==> src/hdl/upd_gcrc_pkg.sv <==
`default_nettype none

package upd_gcrc_pkg;

  localparam int RetryLimitDefault = 3;

  localparam logic [4:0] TypeGoodcrc   = 5'h01;
  localparam logic [2:0] MaxObjects    = 3'd7;
  localparam logic [5:0] GoodcrcBytes  = 6'd6;
  localparam logic [1:0] RevReset      = 2'd1;
  localparam logic [1:0] RevUnsupported = 2'd3;

  typedef enum logic [1:0] {
    ReqTransmit = 2'd0,
    ReqRxFrame  = 2'd1,
    ReqTimeout  = 2'd2,
    ReqIdReset  = 2'd3
  } req_t;

  typedef enum logic [1:0] {
    KindMsg     = 2'd0,
    KindGoodcrc = 2'd1,
    KindTxOk    = 2'd2,
    KindTxFail  = 2'd3
  } kind_t;

endpackage

`default_nettype wire

==> src/hdl/usb_pd_goodcrc_protocol_layer.sv <==
// USB PD protocol layer, fixed Source / DFP: header build, GoodCRC wait and
// retry, automatic GoodCRC replies.
// Input stream (s_axis): one word per event; tuser carries the event code
// (transmit request, received frame, GoodCRC timeout, message ID reset),
// tdata the request and received-frame fields.
// Output stream (m_axis): at most one word per event; tuser carries the
// result kind (send header, send GoodCRC, success, fail), tdata the header
// and message ID.
// cfg port: writes spec_revision; always ready, a value of 3 is dropped.
// An event is registered in the input register on accept, and its result is
// then registered in the output register that drives m_axis. One event per
// cycle is sustained while m_axis is not stalled.
// A stalled m_axis holds its word; the input register keeps one more event,
// after which s_axis_tready drops until the output word is taken.
// Reset (rst, synchronous): message ID 0, idle, spec_revision 1, both
// stream registers empty.
`default_nettype none

module usb_pd_goodcrc_protocol_layer #(
  parameter int RETRY_LIMIT = upd_gcrc_pkg::RetryLimitDefault
) (
  input  wire logic        clk,
  input  wire logic        rst,
  input  wire logic        s_axis_tvalid,
  output logic             s_axis_tready,
  // tx_type[4:0], object_count[8:5], rx_is_sop0[9], rx_byte_count[15:10],
  // rx_header[31:16]
  input  wire logic [31:0] s_axis_tdata,
  // req_type[1:0]
  input  wire logic [1:0]  s_axis_tuser,
  output logic             m_axis_tvalid,
  input  wire logic        m_axis_tready,
  // out_header[15:0], out_msg_id[18:16], zero[23:19]
  output logic [23:0]      m_axis_tdata,
  // out_kind[1:0]
  output logic [1:0]       m_axis_tuser,
  input  wire logic        cfg_valid,
  output logic             cfg_ready,
  input  wire logic [1:0]  cfg_data
);
  import upd_gcrc_pkg::*;

  localparam logic [1:0] RetryMax = RETRY_LIMIT[1:0];

  // configuration
  logic [1:0] spec_revision;

  // input register
  logic        in_vld;
  req_t        in_req;
  logic [4:0]  in_tx_type;
  logic [3:0]  in_objs;
  logic        in_sop0;
  logic [5:0]  in_bytes;
  logic [15:0] in_hdr;

  // protocol state
  logic [2:0]  message_id, message_id_next;
  logic        awaiting, awaiting_next;
  logic [1:0]  attempt_count, attempt_count_next;
  logic [15:0] pending_header, pending_header_next;

  // result register
  logic        out_vld;
  kind_t       out_kind;
  logic [15:0] out_header;
  logic [2:0]  out_msg_id;

  logic        res_vld;
  kind_t       res_kind;
  logic [15:0] res_header;
  logic [2:0]  res_id;
  logic        advance;
  logic        is_goodcrc;
  logic [15:0] tx_header;
  logic [15:0] reply_header;

  assign advance       = in_vld && (!out_vld || m_axis_tready);
  assign s_axis_tready = !in_vld || advance;
  assign cfg_ready     = 1'b1;

  assign m_axis_tvalid = out_vld;
  assign m_axis_tuser  = out_kind;
  assign m_axis_tdata  = {5'd0, out_msg_id, out_header};

  assign is_goodcrc = (in_bytes == GoodcrcBytes) && (in_hdr[4:0] == TypeGoodcrc);

  assign tx_header    = {1'b0, in_objs[2:0], message_id, 1'b1, spec_revision, 1'b1,
                         in_tx_type};
  assign reply_header = {4'd0, in_hdr[11:9], 1'b1, in_hdr[7:6], 1'b1, TypeGoodcrc};

  always_comb begin
    res_vld             = 1'b0;
    res_kind            = KindMsg;
    res_header          = 16'd0;
    res_id              = message_id;
    message_id_next     = message_id;
    awaiting_next       = awaiting;
    attempt_count_next  = attempt_count;
    pending_header_next = pending_header;
    case (in_req)
      ReqTransmit: begin
        res_vld = 1'b1;
        if (awaiting || (in_objs > {1'b0, MaxObjects})) begin
          res_kind = KindTxFail;
        end else begin
          res_kind            = KindMsg;
          res_header          = tx_header;
          pending_header_next = tx_header;
          awaiting_next       = 1'b1;
          attempt_count_next  = 2'd1;
        end
      end
      ReqRxFrame: begin
        if (awaiting) begin
          if (is_goodcrc && (in_hdr[11:9] == message_id)) begin
            res_vld            = 1'b1;
            res_kind           = KindTxOk;
            message_id_next    = message_id + 3'd1;
            awaiting_next      = 1'b0;
            attempt_count_next = 2'd0;
          end
        end else if (in_sop0 && (in_bytes >= GoodcrcBytes) && !is_goodcrc) begin
          res_vld    = 1'b1;
          res_kind   = KindGoodcrc;
          res_header = reply_header;
          res_id     = in_hdr[11:9];
        end
      end
      ReqTimeout: begin
        if (awaiting) begin
          res_vld = 1'b1;
          if (attempt_count < RetryMax) begin
            res_kind           = KindMsg;
            res_header         = pending_header;
            attempt_count_next = attempt_count + 2'd1;
          end else begin
            res_kind           = KindTxFail;
            awaiting_next      = 1'b0;
            attempt_count_next = 2'd0;
          end
        end
      end
      ReqIdReset: begin
        message_id_next    = 3'd0;
        awaiting_next      = 1'b0;
        attempt_count_next = 2'd0;
      end
      default: begin
      end
    endcase
  end

  always_ff @(posedge clk) begin
    if (rst) begin
      spec_revision <= RevReset;
    end else if (cfg_valid && cfg_ready && (cfg_data != RevUnsupported)) begin
      spec_revision <= cfg_data;
    end
  end

  always_ff @(posedge clk) begin
    if (rst) begin
      in_vld <= 1'b0;
    end else if (s_axis_tready) begin
      in_vld <= s_axis_tvalid;
    end
  end

  always_ff @(posedge clk) begin
    if (s_axis_tready && s_axis_tvalid) begin
      in_req     <= req_t'(s_axis_tuser);
      in_tx_type <= s_axis_tdata[4:0];
      in_objs    <= s_axis_tdata[8:5];
      in_sop0    <= s_axis_tdata[9];
      in_bytes   <= s_axis_tdata[15:10];
      in_hdr     <= s_axis_tdata[31:16];
    end
  end

  always_ff @(posedge clk) begin
    if (rst) begin
      message_id     <= 3'd0;
      awaiting       <= 1'b0;
      attempt_count  <= 2'd0;
      pending_header <= 16'd0;
    end else if (advance) begin
      message_id     <= message_id_next;
      awaiting       <= awaiting_next;
      attempt_count  <= attempt_count_next;
      pending_header <= pending_header_next;
    end
  end

  always_ff @(posedge clk) begin
    if (rst) begin
      out_vld <= 1'b0;
    end else if (advance) begin
      out_vld <= res_vld;
    end else if (m_axis_tready) begin
      out_vld <= 1'b0;
    end
  end

  always_ff @(posedge clk) begin
    if (advance && res_vld) begin
      out_kind   <= res_kind;
      out_header <= res_header;
      out_msg_id <= res_id;
    end
  end

  // a transmission in flight always has at least one attempt counted
  assert property (@(posedge clk) disable iff (rst)
    awaiting |-> (attempt_count != 2'd0) && (attempt_count <= RetryMax))
    else $error("attempt count out of range while awaiting GoodCRC");

  assert property (@(posedge clk) disable iff (rst)
    !awaiting |-> (attempt_count == 2'd0))
    else $error("attempt count nonzero while idle");

  // a success result advances the message ID by one
  assert property (@(posedge clk) disable iff (rst)
    (advance && res_vld && (res_kind == KindTxOk)) |=>
      (message_id == $past(message_id) + 3'd1) && !awaiting)
    else $error("message ID did not advance on GoodCRC match");

  assert property (@(posedge clk) disable iff (rst)
    spec_revision != RevUnsupported)
    else $error("unsupported spec revision stored");

endmodule

`default_nettype wire

==> config.mk <==
export PLATFORM = sky130hd
export DESIGN_NAME = usb_pd_goodcrc_protocol_layer
export DESIGN_NICKNAME = d
export VERILOG_FILES = /design/src/hdl/upd_gcrc_pkg.sv /design/src/hdl/usb_pd_goodcrc_protocol_layer.sv
export SDC_FILE = /design/constraint.sdc
export NUM_CORES = 1
export LEC_CHECK = 0
export BUFFER_PORTS_ARGS = -buffer_cell sky130_fd_sc_hd__buf_2
export CORE_AREA = 2 2 79 81
export DETAILED_ROUTE_END_ITERATION = 10
export DIE_AREA = 0 0 81 83
export PLACE_DENSITY = 0.87
export SETUP_SLACK_MARGIN = 0.15
export SLEW_MARGIN = 10
export SYNTH_ARGS = -nofsm -noshare
export SYNTH_HDL_FRONTEND = slang
export SYNTH_SLANG_ARGS = --single-unit
==> constraint.sdc <==
create_clock -name clk -period 7.88 [get_ports clk]
set_input_delay 1.576 -clock clk [delete_from_list [all_inputs] [get_ports clk]]
set_output_delay 1.576 -clock clk [all_outputs]
set_load 0.005 [all_outputs]
==> impl_metrics.prom, run 1 <==
# TYPE chip_impl_metric gauge
chip_impl_info{name="worst-setup-path-type",value="input pin to output port"} 1
chip_impl_info{name="clockRootBuffer",value="clkbuf_8"} 1
chip_impl_metric{name="post-synth-top-area-fraction",unit=""} 0.464
chip_impl_info{name="crit_chain",value="buf_2, nor2b_1, nand2_1, buf_2"} 1
chip_impl_info{name="critical_path.startpoint_type",value="input pin"} 1
chip_impl_metric{name="timing.max_slew.rel_slack",unit=""} 0.177
chip_impl_info{name="synth_most_common_cell",value="edfxtp_1"} 1
chip_impl_metric{name="finalCriticalPeriod",unit="ns"} 3.62
chip_impl_metric{name="layout-area-overhead-vs-synth",unit="%"} 16.4
chip_impl_info{name="yosys.area.top_type",value="edfxtp_1"} 1
chip_impl_metric{name="n_antenna_cell",unit=""} 0
chip_impl_info{name="worst_r2r_startpoint",value="in_hdr[9]"} 1
chip_impl_metric{name="cellPowerDensity",unit="mW/mm^2"} 213
chip_impl_metric{name="finalSetupTns",unit="ns"} 0
chip_impl_metric{name="dp_hpwl",unit="mm"} 4.06
chip_impl_metric{name="worst-r2r-cell-count",unit=""} 6
chip_impl_metric{name="fp.dieH",unit="um"} 83
chip_impl_info{name="min-delay-path-class",value="flop to flop"} 1
chip_impl_metric{name="timing.final.crit_share",unit=""} 0.459
chip_impl_metric{name="tightest_slew",unit="ns"} 1.24
chip_impl_info{name="run_status",value="complete, no violations"} 1
chip_impl_metric{name="route.antenna.remaining_nets",unit=""} 0
chip_impl_metric{name="cts.repair.resized",unit=""} 0
chip_impl_metric{name="numCtsBuffers",unit=""} 9
chip_impl_info{name="path_common_cell",value="buf_2"} 1
chip_impl_metric{name="achievable-frequency",unit="GHz"} 0.276
chip_impl_info{name="synth.top_cells.by_count",value="edfxtp_1 (47), nand2_1 (44), a21oi_1 (31)"} 1
chip_impl_metric{name="final_layout_size_suffix_gt1_frac",unit=""} 0.248
chip_impl_metric{name="max_cap_viol_count",unit=""} 0
chip_impl_metric{name="design.final.nets",unit=""} 373
chip_impl_info{name="primary_flip_flop_cell_chosen_by_synthesis_mapping",value="edfxtp_1"} 1
chip_impl_metric{name="ffs_latches_synth",unit=""} 71
chip_impl_metric{name="finalHoldViolCount",unit=""} 0
chip_impl_metric{name="std_cell_rows",unit=""} 28
chip_impl_metric{name="initial_utilization",unit=""} 0.523
chip_impl_metric{name="avgViaCountPerCell",unit=""} 5.59
chip_impl_info{name="synth_top_cells_by_area",value="edfxtp_1 (46%), dfxtp_1 (16%), nand2_1 (5.4%)"} 1
chip_impl_metric{name="seq_area_frac_synth",unit=""} 0.621
chip_impl_metric{name="top_level_ports",unit=""} 70
chip_impl_metric{name="final_weighted_congestion_in_routability_driven_placement",unit=""} 0.851
chip_impl_metric{name="clkSinkCount",unit=""} 71
chip_impl_metric{name="worstSkewPairLatency",unit="ns"} 0.36
chip_impl_metric{name="nFillCells",unit=""} 498
chip_impl_metric{name="grt_pass1_vias",unit=""} 2049
chip_impl_metric{name="crit_cells",unit=""} 4
chip_impl_metric{name="cp_slowest_stage_delay",unit="ns"} 0.14
chip_impl_metric{name="post_cts_buffers",unit=""} 0
chip_impl_metric{name="drt-initial-drc-count",unit=""} 214
chip_impl_metric{name="design_power_total",unit="W"} 0.000756
chip_impl_info{name="end_kind",value="output port"} 1
chip_impl_info{name="worst_r2r_endpoint",value="out_header[8]"} 1
chip_impl_metric{name="cp_max_fo",unit=""} 2
chip_impl_metric{name="synth-async-reset-ratio",unit=""} 0
chip_impl_metric{name="timing.final.setup_violations",unit=""} 0
chip_impl_info{name="unrepaired_setup_endpoints_after_global_routing",value="false"} 1
chip_impl_metric{name="skew",unit="ns"} 0.00753
chip_impl_metric{name="port_buffer_cells",unit=""} 56
chip_impl_metric{name="synth_enable_flop_cells",unit=""} 47
chip_impl_metric{name="routed_wire_length_per_instance",unit="um"} 15.0
chip_impl_metric{name="chipWidth",unit="um"} 81
chip_impl_metric{name="largest_net_degree_at_the_start_of_global_routing",unit=""} 29
chip_impl_metric{name="grt_antenna_before_repair",unit=""} 0
chip_impl_metric{name="via_count",unit=""} 2262
chip_impl_metric{name="grt_pass1_wl",unit="mm"} 9.81
chip_impl_metric{name="overall_routed_net_length",unit="mm"} 6.07
chip_impl_metric{name="timing.final.max_slew_violations",unit=""} 0
chip_impl_metric{name="core-area",unit="sq mm"} 0.00582
chip_impl_info{name="crit_end",value="s_axis_tready"} 1
chip_impl_info{name="kind_of_cell_adding_the_most_delay_to_the_critical_path",value="buffers and inverters"} 1
chip_impl_info{name="worstSetupStartpoint",value="m_axis_tready"} 1
chip_impl_metric{name="timing.reg2reg.setup_slack",unit="ns"} 5.38
chip_impl_info{name="cts_tree",value="done"} 1
chip_impl_metric{name="post_synth_inst_count",unit=""} 273
chip_impl_metric{name="overflow",unit=""} 0
chip_impl_metric{name="design.die.area",unit="sq mm"} 0.00672
chip_impl_metric{name="cts_htree_levels",unit=""} 3
chip_impl_metric{name="globalRouteTotalUtil",unit=""} 0.194
chip_impl_metric{name="critical_path_at",unit="ns"} 2.04
chip_impl_info{name="crit_path_top_delay_cell",value="nor2b_1"} 1
chip_impl_metric{name="cp_num_buf_inv",unit=""} 2
chip_impl_metric{name="hold_buffers",unit=""} 0
chip_impl_metric{name="worst_vdd_ir",unit="uV"} 128
chip_impl_metric{name="yosys_warnings",unit=""} 0
chip_impl_metric{name="cp_data_required_time",unit="ns"} 6.30
chip_impl_metric{name="clock_tree.buffer_depth",unit=""} 2
chip_impl_metric{name="synth.lib_cells_used.distinct",unit=""} 41
chip_impl_metric{name="hold-worst-slack",unit="ns"} 0.465
chip_impl_metric{name="syn_area",unit="sq mm"} 0.00304
chip_impl_metric{name="drc",unit=""} 0
chip_impl_metric{name="clk_transition_reported_paths",unit="ns"} 0.07
chip_impl_metric{name="power.static_leakage",unit="nW"} 1.39
chip_impl_metric{name="postSynthAreaPerCell",unit="sq um"} 11.2
chip_impl_metric{name="drtPass1Iterations",unit=""} 6
==> layout by cell type, fill, tap and decap left out, types with 4 or more instances in the layout <==
cell      netlist  layout
inv_1           4       4
conb_1          2       7
ha_1            7       7
nor3_1          5       4
nand3_1         6       6
buf_2           0      56
nor2_1         24      24
dfxtp_1        24      24
nand2_1        44      44
a222oi_1        4       4
edfxtp_1       47      47
o21ai_0         5       5
clkbuf_8        0      10
a22oi_1         9       9
a21oi_1        31      31
==> cells by family after synthesis <==
| family | after synthesis | synth area share |
|---|---|---|
| xor+xnor | 3 | 0.00863 |
| other cells | 2 | 0.00247 |
| flops | 71 | 0.621 |
| simple gates | 101 | 0.162 |
| buf+inv | 26 | 0.0419 |
| compound gates | 60 | 0.123 |
| fa+ha+maj | 7 | 0.0288 |
| mux | 3 | 0.0111 |
==> metal layers <==
metal	part of all wire	wire length, um	GRT usage	vias up
li1	-	-	-	1078
met1	0.41	2480	0.251	1046
met2	0.48	2930	0.300	123
met3	0.082	496	0.0511	15
met4	0.027	163	0.0971	0
met5	0	0	0	-
==> how the worst min path moves through the flow <==
stage                       start                 end  slack [ns]  cells past startpoint
2_1_floorplan  pending_header[10]  pending_header[10]        0.44                      2
3_3_place_gp    pending_header[9]   pending_header[9]        0.44                      2
4_1_cts         pending_header[2]   pending_header[2]        0.47                      2
5_1_grt         pending_header[2]   pending_header[2]        0.49                      2
3_5_place_dp    pending_header[2]   pending_header[2]        0.46                      2
6_report        pending_header[2]   pending_header[2]        0.46                      2
==> through the flow <==
stage                     instance area [sq um]   util  instances  setup slack (ns)
after floorplan                            3060      -        278              4.29
after global placement                     3340  0.575        389              4.25
after detailed placement                   3340  0.575        389              4.27
after CTS                                  3540  0.609        405              4.26
after global routing                       3540  0.609        405              4.20
final                                      3540  0.609        405              4.26
==> where the power goes <==
| part | internal (W) | switching (W) |
|---|---|---|
| clock | 0.000155 | 0.000135 |
| sequential | 0.000411 | 0.00000862 |
| combinational | 0.0000177 | 0.0000290 |
==> area by class of cell <==
type	count	area (sq um)	share of cell area
well taps	75	93.8	0.0265
inverters	4	15.0	0.00424
clock buffers	11	141	0.0399
clock inverters	5	56.3	0.0159
multi-input cells	181	1050	0.296
flip-flops and latches	71	1890	0.534
repair buffers	58	295	0.0834
==> worst register-to-register path, cell delays in order, from the launching register on <==
cell	delay, ns
edfxtp_1	0.46
xor2_1	0.20
nor4b_1	0.61
nand3_1	0.21
and4b_1	0.29
nor3_2	0.15
buf_4	0.27
==> flip-flops by register name, summed over array words and instances (netlist names) <==
| signal | cells |
|---|---|
| out_header | 14 |
| pending_header | 14 |
| in_hdr | 10 |
| in_bytes | 6 |
| in_tx_type | 5 |
| in_objs | 4 |
| message_id | 3 |
| out_msg_id | 3 |
| attempt_count | 2 |
| in_req | 2 |
| m_axis_tuser | 2 |
| spec_revision | 2 |
| awaiting | 1 |
| in_sop0 | 1 |
| in_vld | 1 |
| m_axis_tvalid | 1 |
(Power assumes the default switching activity.)
==> run 2, diff against run 1 <==
ABC_AREA = 1   (was unset)
CORE_AREA = 2 2 84 86   (was 2 2 79 81)
DIE_AREA = 0 0 86 88   (was 0 0 81 83)
PLACE_DENSITY = 0.83   (was 0.87)
clock period = 3 ns   (was 7.88 ns; I/O delays follow)
==> run 2 against run 1 <==
  * Routed wire length decreased by 8.5%
  * Global-route usage decreased by 3.0 points
  * Sequential power increased to 2.6 times the previous value
  * Via count decreased by 4.2%
  * Clock power increased to 3.2 times the previous value
  * Sequential cell count unchanged
  * Final cell count increased by 9.4%
  * Critical path depth increased by 9
  * Critical path type is now flop to flop
  * Largest cell class unchanged
  * Largest power group unchanged
  * Highest routed layer unchanged
==> impl_metrics.prom, run 2 <==
# TYPE chip_impl_metric gauge
chip_impl_info{name="run_status",value="complete, no violations"} 1
chip_impl_metric{name="clk_transition_reported_paths",unit="ns"} 0.08
chip_impl_metric{name="tightest_slew",unit="ns"} 0.657
chip_impl_metric{name="initial_utilization",unit=""} 0.468
chip_impl_info{name="crit_path_top_delay_cell",value="edfxtp_1"} 1
chip_impl_metric{name="cp_slowest_stage_delay",unit="ns"} 0.44
chip_impl_metric{name="design_area",unit="sq mm"} 0.00364
chip_impl_metric{name="achievable-frequency",unit="GHz"} 0.469
chip_impl_metric{name="nFillCells",unit=""} 574
chip_impl_metric{name="cellPowerDensity",unit="mW/mm^2"} 586
chip_impl_metric{name="drtPass1Iterations",unit=""} 4
chip_impl_metric{name="grt_pass1_vias",unit=""} 2063
chip_impl_metric{name="cts.repair.resized",unit=""} 0
chip_impl_metric{name="core-area",unit="sq mm"} 0.00664
chip_impl_metric{name="overall_routed_net_length",unit="mm"} 5.56
chip_impl_metric{name="overflow",unit=""} 0
chip_impl_metric{name="syn_area",unit="sq mm"} 0.00311
chip_impl_metric{name="hold-worst-slack",unit="ns"} 0.427
chip_impl_metric{name="seq_area_frac_synth",unit=""} 0.608
chip_impl_metric{name="skew",unit="ns"} 0.00707
chip_impl_info{name="hold_path_startpoint",value="s_axis_tdata[6]"} 1
chip_impl_metric{name="power.share.clock",unit=""} 0.428
chip_impl_metric{name="avgViaCountPerCell",unit=""} 4.89
chip_impl_metric{name="power.static_leakage",unit="nW"} 1.48
chip_impl_info{name="top_regs",value="out_header x14, pending_header x14, in_hdr x10"} 1
chip_impl_metric{name="largest_net_degree_at_the_start_of_global_routing",unit=""} 29
chip_impl_metric{name="cp_max_fo",unit=""} 19
chip_impl_metric{name="design.final.nets",unit=""} 406
chip_impl_info{name="kind_of_cell_adding_the_most_delay_to_the_critical_path",value="buffers and inverters"} 1
chip_impl_metric{name="postSynthAreaPerCell",unit="sq um"} 10.3
chip_impl_metric{name="design_power_total",unit="W"} 0.00214
chip_impl_metric{name="worst_vdd_ir",unit="uV"} 346
chip_impl_metric{name="design.die.area",unit="sq mm"} 0.00757
chip_impl_metric{name="post-synth-top-area-fraction",unit=""} 0.454
chip_impl_info{name="end_kind",value="flop"} 1
chip_impl_metric{name="routed_wire_length_per_instance",unit="um"} 12.5
chip_impl_metric{name="drt-initial-drc-count",unit=""} 134
chip_impl_metric{name="numCtsBuffers",unit=""} 9
chip_impl_metric{name="place_worst_setup_slack",unit="ns"} 0.870
chip_impl_metric{name="power.switching_fraction",unit=""} 0.214
chip_impl_metric{name="cts_htree_levels",unit=""} 3
chip_impl_metric{name="critical_path_at",unit="ns"} 2.16
chip_impl_metric{name="layout-area-overhead-vs-synth",unit="%"} 17.2
chip_impl_info{name="clockRootBuffer",value="clkbuf_8"} 1
chip_impl_info{name="worst_r2r_startpoint",value="in_req[1]"} 1
chip_impl_info{name="critical_path.startpoint_type",value="flop"} 1
chip_impl_metric{name="finalHoldViolCount",unit=""} 0
chip_impl_metric{name="post_synth_inst_count",unit=""} 302
chip_impl_metric{name="min_path_cells",unit=""} 1
chip_impl_info{name="synth_top_cells_by_area",value="edfxtp_1 (45%), dfxtp_1 (15%), nand2_1 (9.1%)"} 1
chip_impl_metric{name="n_antenna_cell",unit=""} 0
chip_impl_info{name="timing.hold.worst_endpoint",value="in_objs[1]"} 1
chip_impl_metric{name="total_switching_power",unit="W"} 0.000457
chip_impl_metric{name="timing.final.setup_violations",unit=""} 0
chip_impl_metric{name="cp_num_buf_inv",unit=""} 6
chip_impl_metric{name="total_area_of_multi_input_combinational_cells",unit="sq mm"} 0.00101
chip_impl_metric{name="top_level_ports",unit=""} 70
chip_impl_metric{name="final_weighted_congestion_in_routability_driven_placement",unit=""} 0.815
chip_impl_metric{name="post_cts_buffers",unit=""} 0
chip_impl_metric{name="timing.final.max_slew_violations",unit=""} 0
chip_impl_info{name="min-delay-path-class",value="input pin to flop"} 1
chip_impl_metric{name="ffs_latches_synth",unit=""} 71
chip_impl_info{name="layout.cells.most_common",value="nand2_1"} 1
chip_impl_metric{name="yosys_warnings",unit=""} 0
chip_impl_info{name="unrepaired_setup_endpoints_after_global_routing",value="false"} 1
chip_impl_metric{name="fp.dieH",unit="um"} 88
chip_impl_metric{name="worstSkewPairLatency",unit="ns"} 0.35
chip_impl_metric{name="timing.final.crit_share",unit=""} 0.710
chip_impl_metric{name="route.antenna.remaining_nets",unit=""} 0
chip_impl_metric{name="synth_enable_flop_cells",unit=""} 47
chip_impl_metric{name="port_buffer_cells",unit=""} 56
chip_impl_metric{name="postPlaceCellArea",unit="sq mm"} 0.00340
chip_impl_metric{name="dp_hpwl",unit="mm"} 3.86
chip_impl_metric{name="timing.reg2reg.setup_slack",unit="ns"} 0.87
chip_impl_metric{name="via_count",unit=""} 2166
chip_impl_metric{name="grt_pass1_wl",unit="mm"} 9.45
chip_impl_metric{name="power_share_of_the_combinational_group",unit=""} 0.058
chip_impl_metric{name="clkSinkCount",unit=""} 71
chip_impl_info{name="synth.top_cells.by_count",value="nand2_1 (75), edfxtp_1 (47), a21oi_1 (25)"} 1
chip_impl_metric{name="setup_ws",unit="ns"} 0.869
chip_impl_metric{name="clock_tree.buffer_depth",unit=""} 2
chip_impl_metric{name="globalRouteTotalUtil",unit=""} 0.165
chip_impl_metric{name="max_cap_viol_count",unit=""} 0
chip_impl_info{name="crit_chain",value="inv_1, ha_1, inv_2, nor3_2, nand2_1, inv_2, nand2_2, clkinv_2, nor2_2, nand2_1, nand2_2, inv_1, buf_4"} 1
chip_impl_info{name="primary_flip_flop_cell_chosen_by_synthesis_mapping",value="edfxtp_1"} 1
chip_impl_metric{name="layout.area.seq",unit="sq mm"} 0.00189
chip_impl_metric{name="worst-r2r-cell-count",unit=""} 13
chip_impl_metric{name="drc",unit=""} 0
chip_impl_info{name="worst_r2r_endpoint",value="out_header[4]"} 1
chip_impl_metric{name="synth-async-reset-ratio",unit=""} 0
chip_impl_info{name="yosys.area.top_type",value="edfxtp_1"} 1
chip_impl_metric{name="share_seq_of_total_power",unit=""} 0.514
chip_impl_metric{name="hold_buffers",unit=""} 0
chip_impl_metric{name="finalCriticalPeriod",unit="ns"} 2.13
chip_impl_info{name="layout_common_cells",value="nand2_1 (75), buf_2 (56), edfxtp_1 (47)"} 1
chip_impl_metric{name="cp_data_required_time",unit="ns"} 3.03
chip_impl_metric{name="finalSetupTns",unit="ns"} 0
chip_impl_metric{name="grt_antenna_before_repair",unit=""} 0
chip_impl_info{name="worst-setup-path-type",value="flop to flop"} 1
chip_impl_metric{name="synth.lib_cells_used.distinct",unit=""} 33
chip_impl_metric{name="std_cell_rows",unit=""} 30
chip_impl_info{name="synth_most_common_cell",value="nand2_1"} 1
chip_impl_metric{name="internal_power",unit="W"} 0.00168
chip_impl_metric{name="timing.max_slew.rel_slack",unit=""} 0.562
chip_impl_metric{name="chipWidth",unit="um"} 86
chip_impl_info{name="cts_tree",value="done"} 1
chip_impl_metric{name="final_layout_size_suffix_gt1_frac",unit=""} 0.300
[run 2: cell count changes after synthesis, sizes merged, moves of 4 or more]
cell    change
buf         +8
nand2      +43
a22oi       -9
clkbuf     -12
a222oi      -4
nand3       +4
inv        +21
a31oi       +5
[run 2: layout make-up]
cell class,instances,share of cell area
clock inverter,7,0.0330
multi-input combinational,192,0.278
clock buffer,9,0.0340
inverter,26,0.0271
sequential,71,0.519
tap,80,0.0275
timing repair buffer,58,0.0810
[run 2: per-stage QoR]
| step | util | std cells |
|---|---|---|
| floorplan | - | 307 |
| global route | 0.548 | 443 |
| detailed placement | 0.512 | 427 |
| global placement | 0.512 | 427 |
| finish | 0.548 | 443 |
| CTS | 0.548 | 443 |
[run 2: how the worst max path moves through the flow]
stage	startpoint	slack [ns]	depth (start not counted)	end
3_5_place_dp	in_req[1]	0.87	13	out_header[6]
6_report	in_req[1]	0.87	13	out_header[4]
3_3_place_gp	in_req[1]	0.91	13	out_header[2]
2_1_floorplan	in_req[1]	0.88	12	m_axis_tuser[0]
4_1_cts	in_req[1]	0.86	13	out_header[4]
5_1_grt	in_req[1]	0.75	13	out_header[4]
[run 2: power by group through the flow]
stage                     Clock [W]  Combinational [W]  Sequential, W
after CTS                  0.000929           0.000126        0.00110
after floorplan                   0          0.0000902        0.00111
after detailed placement          0           0.000125        0.00112
final                      0.000914           0.000125        0.00110
after global routing       0.000985           0.000143        0.00110
after global placement            0           0.000121        0.00112
[run 2: routing by layer]
metal / wire [um] / vias up / global-route usage
li1: - / 1098 / -
met1: 2440 / 979 / 0.200
met2: 2610 / 70 / 0.261
met3: 347 / 19 / 0.0537
met4: 154 / 0 / 0.0895
met5: 0 / - / 0
[run 2: logic make-up after synthesis]
| family | after synthesis | synth area share |
|---|---|---|
| adders and majority gates | 7 | 0.0282 |
| AOI/OAI and AO/OA | 44 | 0.0853 |
| other | 2 | 0.00242 |
| buffers and inverters | 44 | 0.0716 |
| and+or+nand+nor | 131 | 0.196 |
| DFF | 71 | 0.608 |
| xor gates and xnor gates | 3 | 0.00845 |
